$ cat src/rtl/sha_pkg.sv
package sha_pkg;

  localparam int unsigned NumRounds = 64;
  localparam int unsigned RoundW    = $clog2(NumRounds);
  localparam logic [RoundW-1:0] RoundLast = RoundW'(NumRounds - 1);

  typedef logic [7:0][31:0]  hash_t;
  typedef logic [15:0][31:0] window_t;

  typedef struct packed {
    logic [31:0] msg_word;
    logic        start_message;
    logic        final_block;
  } sha_in_t;

  typedef struct packed {
    logic [31:0] digest_word;
    logic [2:0]  digest_index;
    logic        digest_last;
  } sha_out_t;

  localparam hash_t InitHash = {
    32'h5be0cd19, 32'h1f83d9ab, 32'h9b05688c, 32'h510e527f,
    32'ha54ff53a, 32'h3c6ef372, 32'hbb67ae85, 32'h6a09e667
  };

  function automatic logic [31:0] round_k(input logic [RoundW-1:0] r);
    logic [31:0] k;
    case (r)
      6'd0:  k = 32'h428a2f98;  6'd1:  k = 32'h71374491;
      6'd2:  k = 32'hb5c0fbcf;  6'd3:  k = 32'he9b5dba5;
      6'd4:  k = 32'h3956c25b;  6'd5:  k = 32'h59f111f1;
      6'd6:  k = 32'h923f82a4;  6'd7:  k = 32'hab1c5ed5;
      6'd8:  k = 32'hd807aa98;  6'd9:  k = 32'h12835b01;
      6'd10: k = 32'h243185be;  6'd11: k = 32'h550c7dc3;
      6'd12: k = 32'h72be5d74;  6'd13: k = 32'h80deb1fe;
      6'd14: k = 32'h9bdc06a7;  6'd15: k = 32'hc19bf174;
      6'd16: k = 32'he49b69c1;  6'd17: k = 32'hefbe4786;
      6'd18: k = 32'h0fc19dc6;  6'd19: k = 32'h240ca1cc;
      6'd20: k = 32'h2de92c6f;  6'd21: k = 32'h4a7484aa;
      6'd22: k = 32'h5cb0a9dc;  6'd23: k = 32'h76f988da;
      6'd24: k = 32'h983e5152;  6'd25: k = 32'ha831c66d;
      6'd26: k = 32'hb00327c8;  6'd27: k = 32'hbf597fc7;
      6'd28: k = 32'hc6e00bf3;  6'd29: k = 32'hd5a79147;
      6'd30: k = 32'h06ca6351;  6'd31: k = 32'h14292967;
      6'd32: k = 32'h27b70a85;  6'd33: k = 32'h2e1b2138;
      6'd34: k = 32'h4d2c6dfc;  6'd35: k = 32'h53380d13;
      6'd36: k = 32'h650a7354;  6'd37: k = 32'h766a0abb;
      6'd38: k = 32'h81c2c92e;  6'd39: k = 32'h92722c85;
      6'd40: k = 32'ha2bfe8a1;  6'd41: k = 32'ha81a664b;
      6'd42: k = 32'hc24b8b70;  6'd43: k = 32'hc76c51a3;
      6'd44: k = 32'hd192e819;  6'd45: k = 32'hd6990624;
      6'd46: k = 32'hf40e3585;  6'd47: k = 32'h106aa070;
      6'd48: k = 32'h19a4c116;  6'd49: k = 32'h1e376c08;
      6'd50: k = 32'h2748774c;  6'd51: k = 32'h34b0bcb5;
      6'd52: k = 32'h391c0cb3;  6'd53: k = 32'h4ed8aa4a;
      6'd54: k = 32'h5b9cca4f;  6'd55: k = 32'h682e6ff3;
      6'd56: k = 32'h748f82ee;  6'd57: k = 32'h78a5636f;
      6'd58: k = 32'h84c87814;  6'd59: k = 32'h8cc70208;
      6'd60: k = 32'h90befffa;  6'd61: k = 32'ha4506ceb;
      6'd62: k = 32'hbef9a3f7;  6'd63: k = 32'hc67178f2;
      default: k = 32'h0;
    endcase
    return k;
  endfunction

endpackage

$ cat src/rtl/sha256_block_compressor.sv
// SHA-256 compression engine. Words of a padded message come in one per beat,
// one per cycle while a block is being collected. On the 16th word of a block
// the input goes not-ready while 64 rounds run through a single round unit
// (one round per cycle, message schedule extended alongside in a 16-word
// shift window) and StAdd then folds the working variables into the hash.
// If any word of that block had final_block set, the eight digest words then
// leave as eight output beats, index 0 first, last flagged, and input stays
// blocked until the last one is taken. start_message reloads the initial hash
// values and drops any partly collected block; without it, blocks keep
// chaining.
module sha256_block_compressor import sha_pkg::*; (
  input  logic     clk_i,
  input  logic     rst_ni,
  input  logic     in_valid_i,
  output logic     in_ready_o,
  input  sha_in_t  in_data_i,
  output logic     out_valid_o,
  input  logic     out_ready_i,
  output sha_out_t out_data_o
);

  typedef enum logic [1:0] {StIdle, StRound, StAdd, StOut} state_e;

  state_e            state_q;
  hash_t             hash_q, vars_q, vars_next, hash_base;
  window_t           window_q;
  logic [31:0]       sched_new;
  logic [3:0]        cnt_q, cnt_eff;
  logic              pend_q, pend_eff;
  logic [RoundW-1:0] rnd_q;
  logic [2:0]        idx_q;
  logic              in_fire, out_fire, block_end;

  assign in_ready_o  = (state_q == StIdle);
  assign out_valid_o = (state_q == StOut);
  assign in_fire     = in_valid_i && in_ready_o;
  assign out_fire    = out_valid_o && out_ready_i;

  assign hash_base = in_data_i.start_message ? InitHash : hash_q;
  assign cnt_eff   = in_data_i.start_message ? 4'd0 : cnt_q;
  assign pend_eff  = (in_data_i.start_message ? 1'b0 : pend_q) | in_data_i.final_block;
  assign block_end = (cnt_eff == 4'd15);

  sha_round u_round (
    .vars_i  (vars_q),
    .window_i(window_q),
    .k_i     (round_k(rnd_q)),
    .vars_o  (vars_next),
    .sched_o (sched_new)
  );

  always_ff @(posedge clk_i or negedge rst_ni) begin
    if (!rst_ni) begin
      state_q <= StIdle;
      hash_q  <= InitHash;
      cnt_q   <= 4'd0;
      pend_q  <= 1'b0;
      rnd_q   <= '0;
      idx_q   <= 3'd0;
    end else begin
      case (state_q)
        StIdle: begin
          if (in_fire) begin
            hash_q <= hash_base;
            cnt_q  <= cnt_eff + 4'd1;
            pend_q <= pend_eff;
            if (block_end) begin
              rnd_q   <= '0;
              state_q <= StRound;
            end
          end
        end
        StRound: begin
          rnd_q <= rnd_q + RoundW'(1);
          if (rnd_q == RoundLast) begin
            state_q <= StAdd;
          end
        end
        StAdd: begin
          for (int i = 0; i < 8; i++) begin
            hash_q[i] <= hash_q[i] + vars_q[i];
          end
          if (pend_q) begin
            pend_q  <= 1'b0;
            idx_q   <= 3'd0;
            state_q <= StOut;
          end else begin
            state_q <= StIdle;
          end
        end
        StOut: begin
          if (out_fire) begin
            idx_q <= idx_q + 3'd1;
            if (idx_q == 3'd7) begin
              state_q <= StIdle;
            end
          end
        end
        default: state_q <= StIdle;
      endcase
    end
  end

  // schedule window and working variables
  always_ff @(posedge clk_i) begin
    if (in_fire) begin
      window_q <= {in_data_i.msg_word, window_q[15:1]};
      if (block_end) begin
        vars_q <= hash_base;
      end
    end else if (state_q == StRound) begin
      window_q <= {sched_new, window_q[15:1]};
      vars_q   <= vars_next;
    end
  end

  assign out_data_o.digest_word  = hash_q[idx_q];
  assign out_data_o.digest_index = idx_q;
  assign out_data_o.digest_last  = (idx_q == 3'd7);

  a_no_overlap: assert property (@(posedge clk_i) disable iff (!rst_ni)
    !(in_ready_o && out_valid_o))
    else $error("input ready while digest beats pending");

  a_rounds_done: assert property (@(posedge clk_i) disable iff (!rst_ni)
    (state_q == StRound && rnd_q == RoundLast) |=> (state_q == StAdd))
    else $error("round sequence did not end in hash update");

  a_count_wrapped: assert property (@(posedge clk_i) disable iff (!rst_ni)
    (state_q == StRound) |-> (cnt_q == 4'd0 && !in_ready_o))
    else $error("word count not wrapped during rounds");

  a_last_release: assert property (@(posedge clk_i) disable iff (!rst_ni)
    (out_fire && out_data_o.digest_last) |=> in_ready_o)
    else $error("input not released after last digest beat");

endmodule

$ cat src/rtl/sha_round.sv
module sha_round import sha_pkg::*; (
  input  hash_t       vars_i,
  input  window_t     window_i,
  input  logic [31:0] k_i,
  output hash_t       vars_o,
  output logic [31:0] sched_o
);

  function automatic logic [31:0] rotr(input logic [31:0] x, input int unsigned n);
    return (x >> n) | (x << (32 - n));
  endfunction

  logic [31:0] w, s0, s1, ch, maj, t1, t2, ls0, ls1;

  // window holds W[r..r+15], word 0 is this round's word
  assign w   = window_i[0];
  assign ls0 = rotr(window_i[1], 7) ^ rotr(window_i[1], 18) ^ (window_i[1] >> 3);
  assign ls1 = rotr(window_i[14], 17) ^ rotr(window_i[14], 19) ^ (window_i[14] >> 10);
  assign sched_o = window_i[0] + ls0 + window_i[9] + ls1;

  assign s1  = rotr(vars_i[4], 6) ^ rotr(vars_i[4], 11) ^ rotr(vars_i[4], 25);
  assign ch  = (vars_i[4] & vars_i[5]) ^ (~vars_i[4] & vars_i[6]);
  assign t1  = vars_i[7] + s1 + ch + k_i + w;
  assign s0  = rotr(vars_i[0], 2) ^ rotr(vars_i[0], 13) ^ rotr(vars_i[0], 22);
  assign maj = (vars_i[0] & vars_i[1]) ^ (vars_i[0] & vars_i[2]) ^ (vars_i[1] & vars_i[2]);
  assign t2  = s0 + maj;

  assign vars_o[7] = vars_i[6];
  assign vars_o[6] = vars_i[5];
  assign vars_o[5] = vars_i[4];
  assign vars_o[4] = vars_i[3] + t1;
  assign vars_o[3] = vars_i[2];
  assign vars_o[2] = vars_i[1];
  assign vars_o[1] = vars_i[0];
  assign vars_o[0] = t1 + t2;

endmodule

$ cat config.mk
export PLATFORM = sky130hd
export DESIGN_NAME = sha256_block_compressor
export DESIGN_NICKNAME = d
export VERILOG_FILES = /design/src/rtl/sha_pkg.sv /design/src/rtl/sha256_block_compressor.sv /design/src/rtl/sha_round.sv
export SDC_FILE = /design/constraint.sdc
export NUM_CORES = 2
export LEC_CHECK = 0
export BUFFER_PORTS_ARGS = -buffer_cell sky130_fd_sc_hd__buf_2
export CORE_ASPECT_RATIO = 0.5
export CORE_MARGIN = 2
export CORE_UTILIZATION = 25
export DETAILED_ROUTE_END_ITERATION = 7
export GPL_TIMING_DRIVEN = 1
export PLACE_DENSITY = 0.41
export SLEW_MARGIN = 30
export SYNTH_ARGS = -nofsm -noshare
export SYNTH_HDL_FRONTEND = slang
export SYNTH_SLANG_ARGS = --single-unit
$ cat constraint.sdc
create_clock -name clk_i -period 33.4 [get_ports clk_i]
set_clock_uncertainty 0.2 [all_clocks]
set_input_delay 6.68 -clock clk_i [delete_from_list [all_inputs] [get_ports clk_i]]
set_output_delay 6.68 -clock clk_i [all_outputs]
set_load 0.02 [all_outputs]
Word-level counts from Yosys, hierarchy flattened
Memory sizes are Yosys's and may differ from the RTL's.
Index checks and enable logic that the tools add are counted.
Cells by class
  add/sub/neg operators: 21
  $lt $le $gt $ge: 1
  equality and inequality tests: 13
  mux-type cells: 27
  bitwise gates (word level): 28
  reductions and logical operators: 13
Operator list (number)
  two-way mux 256 bit: 5
  two-way mux 512 bit: 2
  adder 32 bit: 18
  case mux 256 bit (2 select lines): 1
  XOR 32 bit: 9
  bitwise AND 32 bit: 5
  binary-select mux 32 bit (select 3 bit): 1
  two-way mux 32 bit: 1
  inverter 32 bit: 1
  bitwise OR 10 x 32 -> 32 bit: 1
  bitwise OR 13 x 32 -> 32 bit: 1
  bitwise OR 14 x 32 -> 32 bit: 1
  bitwise OR 15 x 32 -> 32 bit: 1
  bitwise OR 19 x 32 -> 32 bit: 1
  bitwise OR 21 x 32 -> 32 bit: 1
  bitwise OR 25 x 32 -> 32 bit: 1
  bitwise OR 26 x 32 -> 32 bit: 1
  bitwise OR 30 x 32 -> 32 bit: 1
  bitwise OR 7 x 32 -> 32 bit: 1
  XOR 32 x 22 -> 32 bit: 1
  XOR 32 x 29 -> 32 bit: 1
  two-way mux 2 bit: 6
  two-way mux 6 bit: 2
  case mux 6 bit (2 select lines): 1
  24 further kinds: 39
Word-level totals
  register bits: 1040
  ROM bits: 2048
  output and inout port bits: 38
  logic and storage cells: 141
  memories kept: 1
Memories
  (name not given): depth 64, bits a word 32, read ports 1, clocked after Yosys merged registers in 0, wr ports 0, RTL line sha_pkg.sv:29  | case (r)

Logic depth before layout (Yosys ltp)
  word-level depth: 10
  gate-level depth with buffers: 35
  mapped depth without buffers: 33

By module
From an unflattened synthesis, not the netlist that was laid out.
Unflattened totals
  cells, all modules: 6896
  area, all modules: 69531.7 µm²
By module, submodules not included
  sha256_block_compressor: instances 1, cells an instance 5026, area each 54223.3 µm², seq. area each 30038.8 µm²
  sha_round: instances 1, cells an instance 1870, area each 15308.4 µm², seq. area each 0.0 µm²

Least setup slack after synthesis
No wires, ideal clock.
  path type: input to register
  start point: in in_valid_i
  end point: reg window_q[0] (netlist name) (enable)
  arrival time: 27899 ps
  setup slack: 3904 ps
  cell stages on the path: 2
  buffers on the path: 0
  path through: nor2_1 -> nor2_1
On the way
  cells in the longest elaborated chain, start to end: 2
RTL lines
  start, declared: RTL line sha256_block_compressor.sv:14  | input logic in_valid_i,
  logical AND 1 bit: RTL line sha256_block_compressor.sv:36  | assign in_fire = in_valid_i && in_ready_o;
  nonzero test 2 bit (no source line)
  end signal, assigned: RTL line sha256_block_compressor.sv:107  | window_q <= {in_data_i.msg_word, window_q[15:1]};
  end signal, assigned: RTL line sha256_block_compressor.sv:112  | window_q <= {sched_new, window_q[15:1]};
  end, declared: RTL line sha256_block_compressor.sv:26  | window_t window_q;
Every way passes these cells.
A chain may end at the register's enable or synchronous reset.

==> summary.json <==
{
  "status": "completed",
  "final_min_period_over_clock_period_pct": 32.1,
  "rsz0062_at_grt": "false",
  "grt_antenna_before_repair": 7,
  "clock_root_buffer": "sky130_fd_sc_hd__clkbuf_16",
  "gpl.final_weighted_congestion": 0.925,
  "cp_cell_sequence": "buf_4, mux4_2, nand2_1, nand2_1, buf_2",
  "max_cap_viol_count": 0,
  "synth_to_layout_area_growth_pct": 12.2,
  "timing.hold.worst.class": "register to register",
  "timing.max_slew.rel_slack_pct": 28.8,
  "core_region_area_um2": 267000,
  "post_route_cells_drive_above_1_share_pct": 9.31,
  "die_height_um": 371,
  "floorplan.io_pins": 76,
  "synth.most_common_cell": "sky130_fd_sc_hd__edfxtp_1",
  "slowest_stage": "sky130_fd_sc_hd__dfrtp_4",
  "finalMaxSlewViolations": 0,
  "clkTransAtPathRegs_ns": 0.07,
  "worst_setup_path_end_kind": "output pin",
  "cts_tree": "done",
  "postSynthNetCount": 7220,
  "initial_core_util_pct": 25.2,
  "floorplan.die.width_um": 738,
  "timing.final.setup_violations": 0,
  "syn_avg_cell_area_um2": 10.2,
  "synthFlopType": "sky130_fd_sc_hd__edfxtp_1",
  "count_of_mapped_cells_out_of_synthesis": 6589,
  "synth_area_leader_cell": "sky130_fd_sc_hd__edfxtp_1",
  "slowest_delay_ns": 0.93,
  "pin_count_of_the_biggest_net_entering_global_routing": 198,
  "post-route-drc-count": 0,
  "wl_mm": 237,
  "worstPathRequired_ns": 26.52,
  "synth.distinct_cells": 100,
  "largest_cells_by_area_after_synthesis": "sky130_fd_sc_hd__edfxtp_1 34%, sky130_fd_sc_hd__ha_1 7.4%, sky130_fd_sc_hd__fa_1 5.8%",
  "yosysWarnings": 0,
  "synth.top_cell.area_share_pct": 34.2,
  "routed_via_density": 4.85,
  "synth_area_um2": 67400,
  "grt-ovfl-total": 0,
  "clk_latency_ns": 0.75,
  "vias": 49700,
  "detail_route.iter0.violations": 4528,
  "postCtsResizedCells": 0,
  "ys_async_sr_fraction_pct": 26.2,
  "max_clock_freq_ghz": 0.0933,
  "grt_pass1_vias": 48500,
  "worst_slew_pin_slew_ns": 1.06,
  "portBuffers": 75,
  "critPathBufInv": 2,
  "launching_element_type_of_the_critical_path": "register",
  "setup-tns-final_ns": 0,
  "cts_hold_buf": 0,
  "final_antenna_net_count": 0,
  "die-area_um2": 274000,
  "path_delay_family": "buffers and inverters",
  "rows": 134,
  "cp.arrival_ns": 3.84,
  "clk_path_buf_depth": 3,
  "drt_pass1_iterations": 6,
  "ys_seq_elements": 1040,
  "clock-sinks": 1040,
  "synth_commonest_cells": "768 x sky130_fd_sc_hd__edfxtp_1, 656 x sky130_fd_sc_hd__nand2_1, 503 x sky130_fd_sc_hd__o21ai_0",
  "layout_min_cycle_time_ns": 10.72,
  "hold_viol": 0,
  "number_of_buffers_added_for_setup_after_cts": 0,
  "worst-setup-path-type": "register to output pin",
  "grt_pass1_wl_mm": 343,
  "cts_buffers": 114,
  "crit_path_max_fanout": 37,
  "place.detailed.hpwl_mm": 175,
  "wl_per_cell_um": 23.1,
  "synth-edff-count": 768,
  "groute.usage.overall_pct": 16.9,
  "h_tree_depth": 3,
  "fin_nets": 7167,
  "cpMostUsedCell": "sky130_fd_sc_hd__nand2_1",
  "synth-seq-area-share_pct": 44.6
}
-- state kept, by name, summed over array words and instances (netlist names) --
signal    cells
rnd_q         6
vars_q      256
idx_q         3
hash_q      256
pend_q        1
window_q    512
state_q       2
cnt_q         4
-- logic make-up (layout without fill, tap and decap cells) --
family | after synthesis | count (layout) | share of synthesized area, %
AND/OR/NAND/NOR | 1808 | 1808 | 12.0
AO/OA/AOI/OAI | 1657 | 1657 | 15.3
flip-flops | 1040 | 1040 | 44.6
buffers and inverters | 803 | 849 | 4.47
adder cells (fa/ha/maj) | 597 | 597 | 13.2
XOR/XNOR | 568 | 568 | 7.39
multiplexers | 116 | 116 | 3.08
other | 0 | 5 | 0
-- metal layers --
layer | GRT usage (%) | part of all wire (%)
met1 | 24.8 | 49
met2 | 26.4 | 44
met3 | 1.76 | 4.1
met4 | 5.04 | 3.1
met5 | 0 | 0
-- final timing paths --
| check | from | endpoint | slack, ns | depth (start not counted) |
|---|---|---|---|---|
| max | idx_q[0] | out_data_o[35] | 22.68 | 5 |
| min | window_q[495] | window_q[463] | 0.21 | 0 |
| max reg2reg | rnd_q[1] | vars_q[30] | 23.72 | 33 |
| min reg2reg | window_q[495] | window_q[463] | 0.21 | 0 |
| max in group asynchronous | rst_ni | hash_q[87] | 25.17 | 3 |
| min in group asynchronous | rst_ni | hash_q[229] | 5.73 | 1 |
-- through the flow --
| stage | util (%) | setup WS [ns] | instances | area (um^2) | hold WS [ns] |
|---|---|---|---|---|---|
| final | 28.3 | 22.68 | 10200 | 75600 | 0.208 |
| after CTS | 28.3 | 22.54 | 10200 | 75600 | 0.212 |
| after floorplan | - | 3.90 | 6589 | 67400 | 0.200 |
| after global routing | 28.3 | 22.50 | 10200 | 75600 | 0.213 |
| after detailed placement | 26.8 | 22.34 | 10000 | 71800 | 0.205 |
| after global placement | 26.8 | 22.33 | 10000 | 71800 | 0.200 |
-- worst register-to-register path, delay by kind of cell (launching register included) --
kind | cells | cell delay, ns
compound gates | 17 | 3.76
xor+xnor | 1 | 0.35
fa+ha+maj | 6 | 2.85
buf+inv | 6 | 1.07
flops | 1 | 0.32
simple gates | 3 | 0.95
-- final cells by class --
cell class | instances | area, um^2
Fill cell | 28100 | 192000
Multi-Input combinational cell | 4746 | 34400
Sequential cell | 1040 | 30100
Tap cell | 3604 | 4510
Clock buffer | 146 | 3110
Inverter | 480 | 1810
Timing Repair Buffer | 154 | 1080
Clock inverter | 69 | 662
Antenna cell | 5 | 12.5
-- cells in the final DEF (no fill, tap or decap), drive strengths merged, types with 32 or more instances in the layout --
cell type    n
nor3       228
nand2      656
nand3      176
xnor2      318
nor2       470
nand2b      59
a21oi      437
a31oi       59
fa         195
o21bai      45
a21o       185
edfxtp     768
mux4        72
dfstp      136
buf        154
o21ai      528
mux2i       34
clkbuf     146
ha         398
and3        41
a211oi      56
xor2       250
dfrtp      136
clkinv      40
o21a        53
o31ai       43
nor2b       32
o211ai      74
inv        486
Power is left out: the tool's default activity adds up to more than one toggle a clock period on the data nets, which glitch-free logic cannot reach.
